`src/design/h128fs_pkg.sv`:
```
// Types and constants for the Hamming(12,8) frame serializer.
// No dependencies.
package h128fs_pkg;

    localparam int FRAME_LEN = 20;
    localparam int SYNC_LEN  = 8;
    localparam int CODE_LEN  = 12;

    typedef logic [CODE_LEN-1:0] code_t;
    typedef logic [4:0]          pos_t;

    localparam pos_t SYNC_ONE_POS = pos_t'(SYNC_LEN - 1);
    localparam pos_t LAST_POS     = pos_t'(FRAME_LEN - 1);

    typedef struct packed {
        logic full;
        logic empty;
    } q_status_t;

    typedef struct packed {
        logic last;
        pos_t pos;
        logic data;
        logic frame;
        logic strobe;
    } result_t;

endpackage

```
`src/design/h128fs_front.sv`:
```
// Front end: accepts bytes and encodes them into 12-bit Hamming words.
// Depends on h128fs_pkg.
module h128fs_front
(
    input  logic                  s_tvalid,
    output logic                  s_tready,
    input  logic [7:0]            s_tdata,
    input  h128fs_pkg::q_status_t q_status,
    output logic                  push,
    output h128fs_pkg::code_t     push_code
);

    logic [7:0] d;

    // d[0] is the first data bit, which is bit 7 of the byte.
    always_comb
    begin
        for (int k = 0; k < 8; k++)
        begin
            d[k] = s_tdata[7-k];
        end
    end

    // Bit 0 of the word is code position 1 and is sent first.
    always_comb
    begin
        push_code[0]  = d[0] ^ d[1] ^ d[3] ^ d[4] ^ d[6];
        push_code[1]  = d[0] ^ d[2] ^ d[3] ^ d[5] ^ d[6];
        push_code[2]  = d[0];
        push_code[3]  = d[1] ^ d[2] ^ d[3] ^ d[7];
        push_code[4]  = d[1];
        push_code[5]  = d[2];
        push_code[6]  = d[3];
        push_code[7]  = d[4] ^ d[5] ^ d[6] ^ d[7];
        push_code[8]  = d[4];
        push_code[9]  = d[5];
        push_code[10] = d[6];
        push_code[11] = d[7];
    end

    assign s_tready = !q_status.full;
    assign push     = s_tvalid && !q_status.full;

endmodule

```
`src/design/h128fs_queue.sv`:
```
// Small FIFO of encoded words between the front end and the serializer.
// Depends on h128fs_pkg.
module h128fs_queue
#(
    parameter int DEPTH = 2
)
(
    input  logic                  clk,
    input  logic                  rst_n,
    input  logic                  push,
    input  h128fs_pkg::code_t     push_code,
    input  logic                  pop,
    output h128fs_pkg::code_t     pop_code,
    output h128fs_pkg::q_status_t q_status
);

    localparam int PW = (DEPTH > 1) ? $clog2(DEPTH) : 1;
    localparam int CW = $clog2(DEPTH + 1);

    h128fs_pkg::code_t mem_reg [DEPTH];
    logic [PW-1:0]     wr_ptr_reg, wr_ptr_next;
    logic [PW-1:0]     rd_ptr_reg, rd_ptr_next;
    logic [CW-1:0]     count_reg, count_next;
    logic              push_ok, pop_ok;

    assign q_status.full  = (count_reg == CW'(DEPTH));
    assign q_status.empty = (count_reg == '0);
    assign push_ok        = push && !q_status.full;
    assign pop_ok         = pop && !q_status.empty;
    assign pop_code       = mem_reg[rd_ptr_reg];

    always_comb
    begin
        wr_ptr_next = wr_ptr_reg;
        rd_ptr_next = rd_ptr_reg;
        count_next  = count_reg;
        if (push_ok)
        begin
            wr_ptr_next = (wr_ptr_reg == PW'(DEPTH - 1)) ? '0 : wr_ptr_reg + 1'b1;
        end
        if (pop_ok)
        begin
            rd_ptr_next = (rd_ptr_reg == PW'(DEPTH - 1)) ? '0 : rd_ptr_reg + 1'b1;
        end
        if (push_ok && !pop_ok)
        begin
            count_next = count_reg + 1'b1;
        end
        else if (pop_ok && !push_ok)
        begin
            count_next = count_reg - 1'b1;
        end
    end

    always_ff @(posedge clk or negedge rst_n)
    begin
        if (!rst_n)
        begin
            wr_ptr_reg <= '0;
            rd_ptr_reg <= '0;
            count_reg  <= '0;
        end
        else
        begin
            wr_ptr_reg <= wr_ptr_next;
            rd_ptr_reg <= rd_ptr_next;
            count_reg  <= count_next;
        end
    end

    always_ff @(posedge clk)
    begin
        if (push_ok)
        begin
            mem_reg[wr_ptr_reg] <= push_code;
        end
    end

endmodule

```
`src/design/h128fs_back.sv`:
```
// Back end: plays one encoded word out as a 20-period frame, one period a word.
// Depends on h128fs_pkg.
module h128fs_back
(
    input  logic                  clk,
    input  logic                  rst_n,
    input  h128fs_pkg::q_status_t q_status,
    input  h128fs_pkg::code_t     pop_code,
    output logic                  pop,
    output logic                  m_tvalid,
    input  logic                  m_tready,
    output h128fs_pkg::result_t   result
);

    logic                 active_reg, active_next;
    h128fs_pkg::pos_t     pos_reg, pos_next;
    h128fs_pkg::code_t    code_reg, code_next;
    logic                 held_reg, held_next;
    logic                 in_code, is_last, advance;

    assign in_code = (pos_reg >= h128fs_pkg::pos_t'(h128fs_pkg::SYNC_LEN));
    assign is_last = (pos_reg == h128fs_pkg::LAST_POS);
    assign advance = active_reg && m_tready;
    // The next frame is loaded in the same cycle the last period is taken.
    assign pop     = !q_status.empty && (!active_reg || (advance && is_last));

    always_comb
    begin
        active_next = active_reg;
        pos_next    = pos_reg;
        code_next   = code_reg;
        held_next   = held_reg;
        if (advance)
        begin
            if (in_code)
            begin
                held_next = code_reg[0];
                code_next = code_reg >> 1;
            end
            if (is_last)
            begin
                active_next = 1'b0;
            end
            else
            begin
                pos_next = pos_reg + 1'b1;
            end
        end
        if (pop)
        begin
            active_next = 1'b1;
            pos_next    = '0;
            code_next   = pop_code;
        end
    end

    always_ff @(posedge clk or negedge rst_n)
    begin
        if (!rst_n)
        begin
            active_reg <= 1'b0;
            pos_reg    <= '0;
            held_reg   <= 1'b0;
        end
        else
        begin
            active_reg <= active_next;
            pos_reg    <= pos_next;
            held_reg   <= held_next;
        end
    end

    always_ff @(posedge clk)
    begin
        code_reg <= code_next;
    end

    always_comb
    begin
        m_tvalid      = active_reg;
        result.strobe = !in_code;
        result.frame  = (pos_reg != h128fs_pkg::SYNC_ONE_POS);
        result.data   = in_code ? code_reg[0] : held_reg;
        result.pos    = pos_reg;
        result.last   = is_last;
    end

endmodule

```
`src/design/hamming_12_8_frame_serializer.sv`:
```
// Top level of the Hamming(12,8) frame serializer.
// Depends on h128fs_pkg, h128fs_front, h128fs_queue and h128fs_back.
//
// Usage:
//   The slave channel (s_tvalid/s_tready/s_tdata) takes one data byte per
//   word. Each byte is encoded as Hamming(12,8) and sent on the master
//   channel as a frame of 20 words: eight sync periods with the strobe high
//   (the frame line low in the eighth), then the 12 code bits, position 1
//   first. m_tlast marks the twentieth word of each frame.
//   When the serializer is idle, an accepted byte is registered in the queue
//   and then loaded into the serializer's frame registers, which makes the
//   first word of its frame valid. One frame word goes out per cycle while
//   m_tready is high. Frames follow each other with no gap when bytes are waiting.
//   A queue of QUEUE_DEPTH encoded words lets the front end accept bytes
//   while a frame is still going out.
//   When the receiver holds m_tready low, the current word stays on the port
//   and the serializer waits; s_tready drops only once the queue is full.
//   Reset empties the queue, stops any frame in progress and sets the held
//   data line level to zero.
module hamming_12_8_frame_serializer
#(
    parameter int QUEUE_DEPTH = 2
)
(
    input  logic       clk,
    input  logic       rst_n,
    input  logic       s_tvalid,
    output logic       s_tready,
    input  logic [7:0] s_tdata,   // [7:0] data_byte
    output logic       m_tvalid,
    input  logic       m_tready,
    output logic [7:0] m_tdata,   // [0] strobe_level, [1] frame_level, [2] data_level,
                                  // [7:3] bit_position
    output logic       m_tlast    // last_bit
);

    h128fs_pkg::q_status_t q_status;
    h128fs_pkg::code_t     push_code;
    h128fs_pkg::code_t     pop_code;
    h128fs_pkg::result_t   result;
    logic                  push;
    logic                  pop;

    h128fs_front u_front
    (
        .s_tvalid  (s_tvalid),
        .s_tready  (s_tready),
        .s_tdata   (s_tdata),
        .q_status  (q_status),
        .push      (push),
        .push_code (push_code)
    );

    h128fs_queue #(.DEPTH(QUEUE_DEPTH)) u_queue
    (
        .clk       (clk),
        .rst_n     (rst_n),
        .push      (push),
        .push_code (push_code),
        .pop       (pop),
        .pop_code  (pop_code),
        .q_status  (q_status)
    );

    h128fs_back u_back
    (
        .clk      (clk),
        .rst_n    (rst_n),
        .q_status (q_status),
        .pop_code (pop_code),
        .pop      (pop),
        .m_tvalid (m_tvalid),
        .m_tready (m_tready),
        .result   (result)
    );

    assign m_tdata = {result.pos, result.data, result.frame, result.strobe};
    assign m_tlast = result.last;

endmodule

```
`config.mk`:
```
export PLATFORM = sky130hd
export DESIGN_NAME = hamming_12_8_frame_serializer
export DESIGN_NICKNAME = d
export VERILOG_FILES = /design/src/design/h128fs_pkg.sv /design/src/design/h128fs_front.sv /design/src/design/h128fs_queue.sv /design/src/design/h128fs_back.sv /design/src/design/hamming_12_8_frame_serializer.sv
export SDC_FILE = /design/constraint.sdc
export NUM_CORES = 1
export LEC_CHECK = 0
export BUFFER_PORTS_ARGS = -buffer_cell sky130_fd_sc_hd__buf_4
export CELL_PAD_IN_SITES_DETAIL_PLACEMENT = 1
export CELL_PAD_IN_SITES_GLOBAL_PLACEMENT = 2
export CORE_MARGIN = 2
export CORE_UTILIZATION = 35
export DETAILED_ROUTE_END_ITERATION = 6
export HOLD_SLACK_MARGIN = 0.12
export PLACE_DENSITY_LB_ADDON = 0.1
export SLEW_MARGIN = 20
export SYNTH_ARGS = -nofsm -noshare
export SYNTH_HDL_FRONTEND = slang
export SYNTH_SLANG_ARGS = --single-unit
```
`constraint.sdc`:
```
create_clock -name clk -period 2.2 [get_ports clk]
set_input_delay 0.11 -clock clk [delete_from_list [all_inputs] [get_ports clk]]
set_output_delay 0.11 -clock clk [all_outputs]
set_load 0.01 [all_outputs]
```
# Word level (Yosys, flattened, before mapping)
# Memories as Yosys holds them, arrays and structs flattened.
# Index checks and enable logic that the tools add are counted.
[word_totals]
reg_bits = 23
mem_bits_rw = 24
rom_bits = 0
out_inout_bits = 11
input_bits = 12
n_memories = 1
latchBits = 0
[classes]
add_sub_neg = 5
n_mul = 0
div = 0
mux = 16
reduce_logical = 23
shift = 0
bitwise = 14
eq_ne = 4
n_lt_le_gt_ge = 1
[memory_table]
columns = ["memory", "words", "word_bits", "read_ports", "rd_ports_with_merged_regs", "wr", "line_no", "text"]
rows = [
  ["u_queue.mem_reg", 2, 12, 1, 0, 1, "h128fs_queue.sv:20", "h128fs_pkg::code_t mem_reg [DEPTH];"],
]
[ops]
columns = ["operator", "n"]
rows = [
  ["$mux W12", 3],
  ["$mux W5", 3],
  ["$xor A1 B1 Y1", 14],
  ["$logic_and A1 B1 Y1", 8],
  ["$mux W1", 8],
  ["$reduce_bool A2 Y1", 4],
  ["$logic_not A1 Y1", 6],
  ["$reduce_and A2 Y1", 3],
  ["$add A5 B1 Y5 const B", 1],
  ["$eq A5 B5 Y1 const B", 1],
  ["$ge A5 B4 Y1 const B", 1],
  ["$ne A5 B3 Y1 const B", 1],
  ["$mux W2", 2],
  ["$add A1 B1 Y1 const B", 2],
  ["$add A2 B1 Y2 const B", 1],
  ["$eq A2 B2 Y1 const B", 1],
  ["$logic_not A2 Y1", 1],
  ["$ne A2 B2 Y1 const B", 1],
  ["$sub A2 B1 Y2 const B", 1],
  ["$logic_or A1 B1 Y1", 1],
]

# Depth between registers and ports, before layout
[depth]
word_depth = 8
mapped_depth = 10
mapped_depth_nobuf = 8

# Cells and area by module
# Synthesis repeated with hierarchy kept, for this count alone.
[unflattened]
cells_unflattened = 158
area_unflattened_um2 = 2342.2
[modules_own_cells]
columns = ["mod", "instances", "area_per_inst_um2", "cells_each", "seq_area_each_um2"]
rows = [
  ["h128fs_queue", 1, 1099.8, 56, 820.8],
  ["h128fs_back", 1, 1049.8, 82, 535.5],
  ["h128fs_front", 1, 192.7, 20, 0.0],
]

# Least setup slack after synthesis
# Ideal clock, no wire load.
[synth_timing]
path_type = "flip-flop to flip-flop"
start = "register u_back.pos_reg[0]"
end = "register u_queue.count_reg[1]"
stages_incl_launch_ff = 10
path_slack_ns = -0.001
arrival_ns = 2.122
setup_ns = 0.079
cell_sequence = "dfrtp_1 -> ha_1 -> nor4bb_1 -> buf_4 -> a21oi_2 -> or2_4 -> buf_6 -> ha_1 -> nor2_1 -> xor2_1"
[synth_between]
elab_chain_len = 8
[synth_lines]
columns = ["item", "line_no", "text"]
rows = [
  ["from (decl)", "h128fs_back.sv:16", "h128fs_pkg::pos_t pos_reg, pos_next;"],
  ["from (signal assigned)", "h128fs_back.sv:68", "pos_reg <= pos_next;"],
  ["$eq A5 B5 Y1 *", "h128fs_back.sv:22", "assign is_last = (pos_reg == h128fs_pkg::LAST_POS);"],
  ["via m_tlast", "hamming_12_8_frame_serializer.sv:34", "output logic m_tlast"],
  ["$logic_and A1 B1 Y1 *", "h128fs_back.sv:25", "assign pop = !q_status.empty && (!active_reg || (advance && is_last));"],
  ["$logic_or A1 B1 Y1 *", "h128fs_back.sv:25", ""],
  ["$logic_and A1 B1 Y1 *", "h128fs_back.sv:25", ""],
  ["$logic_and A1 B1 Y1 *", "h128fs_queue.sv:29", "assign pop_ok = pop && !q_status.empty;"],
  ["$logic_not A1 Y1", "h128fs_queue.sv:45", "if (push_ok && !pop_ok)"],
  ["$logic_and A1 B1 Y1", "h128fs_queue.sv:45", ""],
  ["$mux W2 / $reduce_bool A2 Y1 (equally long branches)", "-", ""],
  ["to (signal assigned)", "h128fs_queue.sv:67", "count_reg <= count_next;"],
  ["to (decl)", "h128fs_queue.sv:23", "logic [CW-1:0] count_reg, count_next;"],
]
# Mark *: on every way through the listed nets, which the timed path passes. The rest lies on a longest branch.
# A chain may end at the register's enable or synchronous reset.

# Worst setup path after layout
[layout_timing]
start = "register u_back.pos_reg[0]"
end = "register u_queue.count_reg[1]"
[layout_between]
elab_chain_len = 8
[layout_lines]
columns = ["item", "line_no"]
rows = [
  ["$eq A5 B5 Y1 *", "h128fs_back.sv:22"],
  ["$logic_and A1 B1 Y1 *", "h128fs_back.sv:25"],
  ["$logic_or A1 B1 Y1 *", "h128fs_back.sv:25"],
  ["$logic_and A1 B1 Y1 *", "h128fs_back.sv:25"],
  ["$logic_and A1 B1 Y1 *", "h128fs_queue.sv:29"],
  ["$logic_not A1 Y1", "h128fs_queue.sv:45"],
  ["$logic_and A1 B1 Y1", "h128fs_queue.sv:45"],
  ["$mux W2 / $reduce_bool A2 Y1 (equally long branches)", "-"],
]
# Mark *: on every way between the ends. The rest lies on a longest branch, timed or not.

==> impl_metrics.json <==
{
  "mux_share_of_post_synthesis_cell_area_pct": 7.28,
  "critical_path.max_stage_delay_ns": 0.42,
  "post_synth_net_total": 169,
  "buffer_ports.inserted": 22,
  "synth_cell_types": 33,
  "r2r_setup_slack_ns": 0.23,
  "remaining_drc_errors": 0,
  "hold_viol": 0,
  "ys_warn_count": 0,
  "drt_wl_total_um": 4200,
  "grt_first_pass_wirelength_um": 6780,
  "floorplan.initialDensity_pct": 35.8,
  "fin_setup_tns_ns": 0,
  "ys_async_sr_fraction_pct": 23.4,
  "reg2reg_from": "u_back.pos_reg[0]$_DFFE_PN0P_",
  "synth_ff_type": "sky130_fd_sc_hd__edfxtp_1",
  "report.final.slew_viol_count": 0,
  "crit_path_max_fanout": 6,
  "die_width_um": 81.4,
  "layout_cells_sized_above_1_pct": 23.1,
  "synth_top_family_by_area": "compound AO/OA/AOI/OAI gates",
  "number_of_enable_flip_flop_cells_after_synthesis": 36,
  "critPathArrivalTime_ns": 2.18,
  "timing.critical_path.mode_cell": "sky130_fd_sc_hd__xor2_1",
  "clk-insertion-delay-late_ns": 0.29,
  "detail-route-antenna-nets": 0,
  "synthAdderAreaFrac_pct": 1.19,
  "antenna_found_initial": 0,
  "timing.final.crit_share_pct": 89.4,
  "worstSetupStartpointType": "register",
  "place.detailed.hpwl_um": 3000,
  "min_delay_path_depth": 3,
  "setup_violations": 0,
  "cellPowerDensity_nw_per_um2": 1170,
  "route.vias.total": 1299,
  "crit_path_end_kind": "register",
  "routabilityCongestion": 0.712,
  "worst_hold_launch": "s_tvalid",
  "worstSetupPathType": "register to register",
  "wl_per_cell_um": 15.5,
  "r2r_cells": 8,
  "firstDrtPassIters": 3,
  "clock_tree_from_tritoncts": "done",
  "hold_class": "input pin to register",
  "floorplan.die.height_um": 81.4,
  "r2r_path_end": "u_queue.count_reg[1]$_DFFE_PN0P_",
  "numClockSinks": 47,
  "design.final.nets": 208,
  "clock.fmax_mhz": 508,
  "cts-buffers-inserted": 5,
  "synth-compound-area-share_pct": 9.19,
  "groute.usage.overall_pct": 13.9,
  "post-cts-setup-buffers": 0,
  "cts.htree.levels": 2,
  "placed_cell_area_um2": 2370,
  "synth_xor_area_share_pct": 7.88,
  "min_period_ns": 1.97,
  "grt_setup_unrepaired": "no",
  "grt_start_max_net_pins": 17,
  "status": "completed",
  "worst_clock_skew_ns": 0.00355,
  "first_global_vias": 1351,
  "seq_total_area_yosys_pct": 64.7,
  "clockBufferDepth": 2,
  "placementRows": 28,
  "synth.ff_latch_count": 47,
  "ioPinCount": 23,
  "clkSlewWorstSetupHoldPaths_ns": 0.08,
  "post_drt_via_cell_ratio": 4.81,
  "dieArea_um2": 6630,
  "synthesis.area_um2": 2100,
  "drt_first_iter_violations": 29,
  "worst_hold_path.endpoint": "u_queue.wr_ptr_reg$_DFFE_PN0P_",
  "worstMarginPinSlew_ns": 0.767,
  "post_synth.cell_area_avg_um2": 13.5,
  "crit_path_cell_trace": "ha_2 > nor4bb_4 > a21oi_2 > or2_4 > ha_1 > xor2_1 > nor2_1 > xor2_1",
  "gr-total-overflow": 0,
  "n_antenna_cell": 0,
  "p_leak_nw": 0.971,
  "clk_root_buffer_cell": "sky130_fd_sc_hd__clkbuf_8",
  "design_area_um2": 2550,
  "largest_reg_flops": 24,
  "cp_slowest_cell": "sky130_fd_sc_hd__dfrtp_2",
  "synthSimpleGateAreaFrac_pct": 5.79,
  "crit_required_ns": 2.41,
  "maxCapViolations": 0,
  "fp.coreArea_um2": 5850,
  "area_delta_synth_final_pct": 21.8,
  "maxSlewHeadroom_pct": 48.9,
  "peak_supply_drop_v": 0.000402,
  "post_synth_inst_count": 155
}
## power by group
group	internal [mW]	switching (mW)	leakage [nW]
clock network	0.217	0.278	0.0403
logic	0.495	0.524	0.465
registers	1.28	0.195	0.465
## layout make-up
type                            count  area, µm²
Clock buffer                        6       72.6
Fill cell                         596       3300
Multi-Input combinational cell     94        674
Inverter                            5       18.8
Clock inverter                      2       7.51
Timing Repair Buffer               41        330
Sequential cell                    47       1360
Tap cell                           75       93.8
## cell usage after synthesis (3+ instances only)
cell type / count / area, µm²
sky130_fd_sc_hd__edfxtp_1: 36 / 1080
sky130_fd_sc_hd__dfrtp_1: 11 / 275
sky130_fd_sc_hd__buf_6: 3 / 33.8
sky130_fd_sc_hd__nand2_1: 7 / 26.3
sky130_fd_sc_hd__xnor2_1: 13 / 114
sky130_fd_sc_hd__xor2_1: 4 / 35.0
sky130_fd_sc_hd__o21ai_0: 20 / 100
sky130_fd_sc_hd__mux2i_1: 13 / 130
sky130_fd_sc_hd__inv_1: 5 / 18.8
sky130_fd_sc_hd__o21ai_1: 7 / 35.0
sky130_fd_sc_hd__nand3_1: 3 / 15.0
sky130_fd_sc_hd__nor2_1: 6 / 22.5
## critical path: cells and delay by family, from the launching register on
family,cells,cell delay (ns)
and+or+nand+nor,3,0.61
DFF,1,0.42
adders and majority gates,2,0.43
xor gates and xnor gates,2,0.33
AOI/OAI and AO/OA,1,0.10
## layer usage
layer | track usage (%) | vias up | part of all wire, %
met5 | 0 | - | 0
met4 | 4.24 | 0 | 1.1
met3 | 3.78 | 5 | 3.9
met2 | 24.8 | 24 | 53
met1 | 16.1 | 633 | 42
li1 | - | 637 | -
## worst max path at each step
| stage | cells past startpoint | end | slack [ns] | from |
|---|---|---|---|---|
| floorplan | 9 | u_queue.count_reg[1]$_DFFE_PN0P_ | 0.02 | u_back.pos_reg[1]$_DFFE_PN0P_ |
| global placement | 7 | u_queue.count_reg[1]$_DFFE_PN0P_ | 0.09 | u_back.pos_reg[0]$_DFFE_PN0P_ |
| detailed placement | 8 | u_queue.count_reg[1]$_DFFE_PN0P_ | -0.007 | u_back.pos_reg[0]$_DFFE_PN0P_ |
| CTS | 8 | u_queue.count_reg[1]$_DFFE_PN0P_ | 0.03 | u_back.pos_reg[0]$_DFFE_PN0P_ |
| global route | 8 | u_queue.count_reg[1]$_DFFE_PN0P_ | 0.05 | u_back.pos_reg[0]$_DFFE_PN0P_ |
| finish | 8 | u_queue.count_reg[1]$_DFFE_PN0P_ | 0.23 | u_back.pos_reg[0]$_DFFE_PN0P_ |
## cell families (layout without fill, tap and decap cells)
logic type,Yosys count,count (layout)
AOI/OAI and AO/OA,35,35
xor gates and xnor gates,18,18
adders and majority gates,2,2
buffers and inverters,14,54
DFF,47,47
muxes,15,15
and+or+nand+nor,24,24
## metrics by stage
step	setup WS, ns	cells	util [%]	power, mW	hold WS (ns)
6_report	0.232	270	43.7	2.99	0.178
5_1_grt	0.0515	270	43.7	3.19	0.211
4_1_cts	0.0338	270	43.5	3.02	0.167
3_5_place_dp	-0.00652	253	40.5	2.50	-0.0403
3_3_place_gp	0.0915	253	40.5	2.44	-0.0413
2_1_floorplan	0.0174	155	-	2.11	-0.186
## cells in the final DEF, fill, tap and decap left out, types with 2 or more instances in the layout
| cell type | synthesis | layout |
|---|---|---|
| sky130_fd_sc_hd__nand2_1 | 7 | 7 |
| sky130_fd_sc_hd__inv_1 | 5 | 5 |
| sky130_fd_sc_hd__nor2_1 | 6 | 6 |
| sky130_fd_sc_hd__o21ai_0 | 20 | 20 |
| sky130_fd_sc_hd__xor2_1 | 4 | 4 |
| sky130_fd_sc_hd__clkbuf_8 | 0 | 5 |
| sky130_fd_sc_hd__nand2b_1 | 2 | 2 |
| sky130_fd_sc_hd__nand3_1 | 3 | 3 |
| sky130_fd_sc_hd__xnor2_1 | 13 | 13 |
| sky130_fd_sc_hd__mux2i_1 | 13 | 13 |
| sky130_fd_sc_hd__o21ai_1 | 7 | 7 |
| sky130_fd_sc_hd__dlygate4sd3_1 | 0 | 9 |
| sky130_fd_sc_hd__buf_4 | 2 | 32 |
| sky130_fd_sc_hd__clkinv_1 | 0 | 2 |
| sky130_fd_sc_hd__mux2_2 | 2 | 2 |
| sky130_fd_sc_hd__edfxtp_1 | 36 | 36 |
| sky130_fd_sc_hd__a21oi_1 | 2 | 2 |
| sky130_fd_sc_hd__dfrtp_1 | 11 | 10 |
## what timing repair did
action                                  4_1_cts  5_1_grt
pin swaps                                     0        1
hold endpoints to repair                     27        0
endpoints found under the setup margin        1        1
hold buffers                                  9        0
gates resized for setup                       1        2
Power figures use the tool's default switching activity.
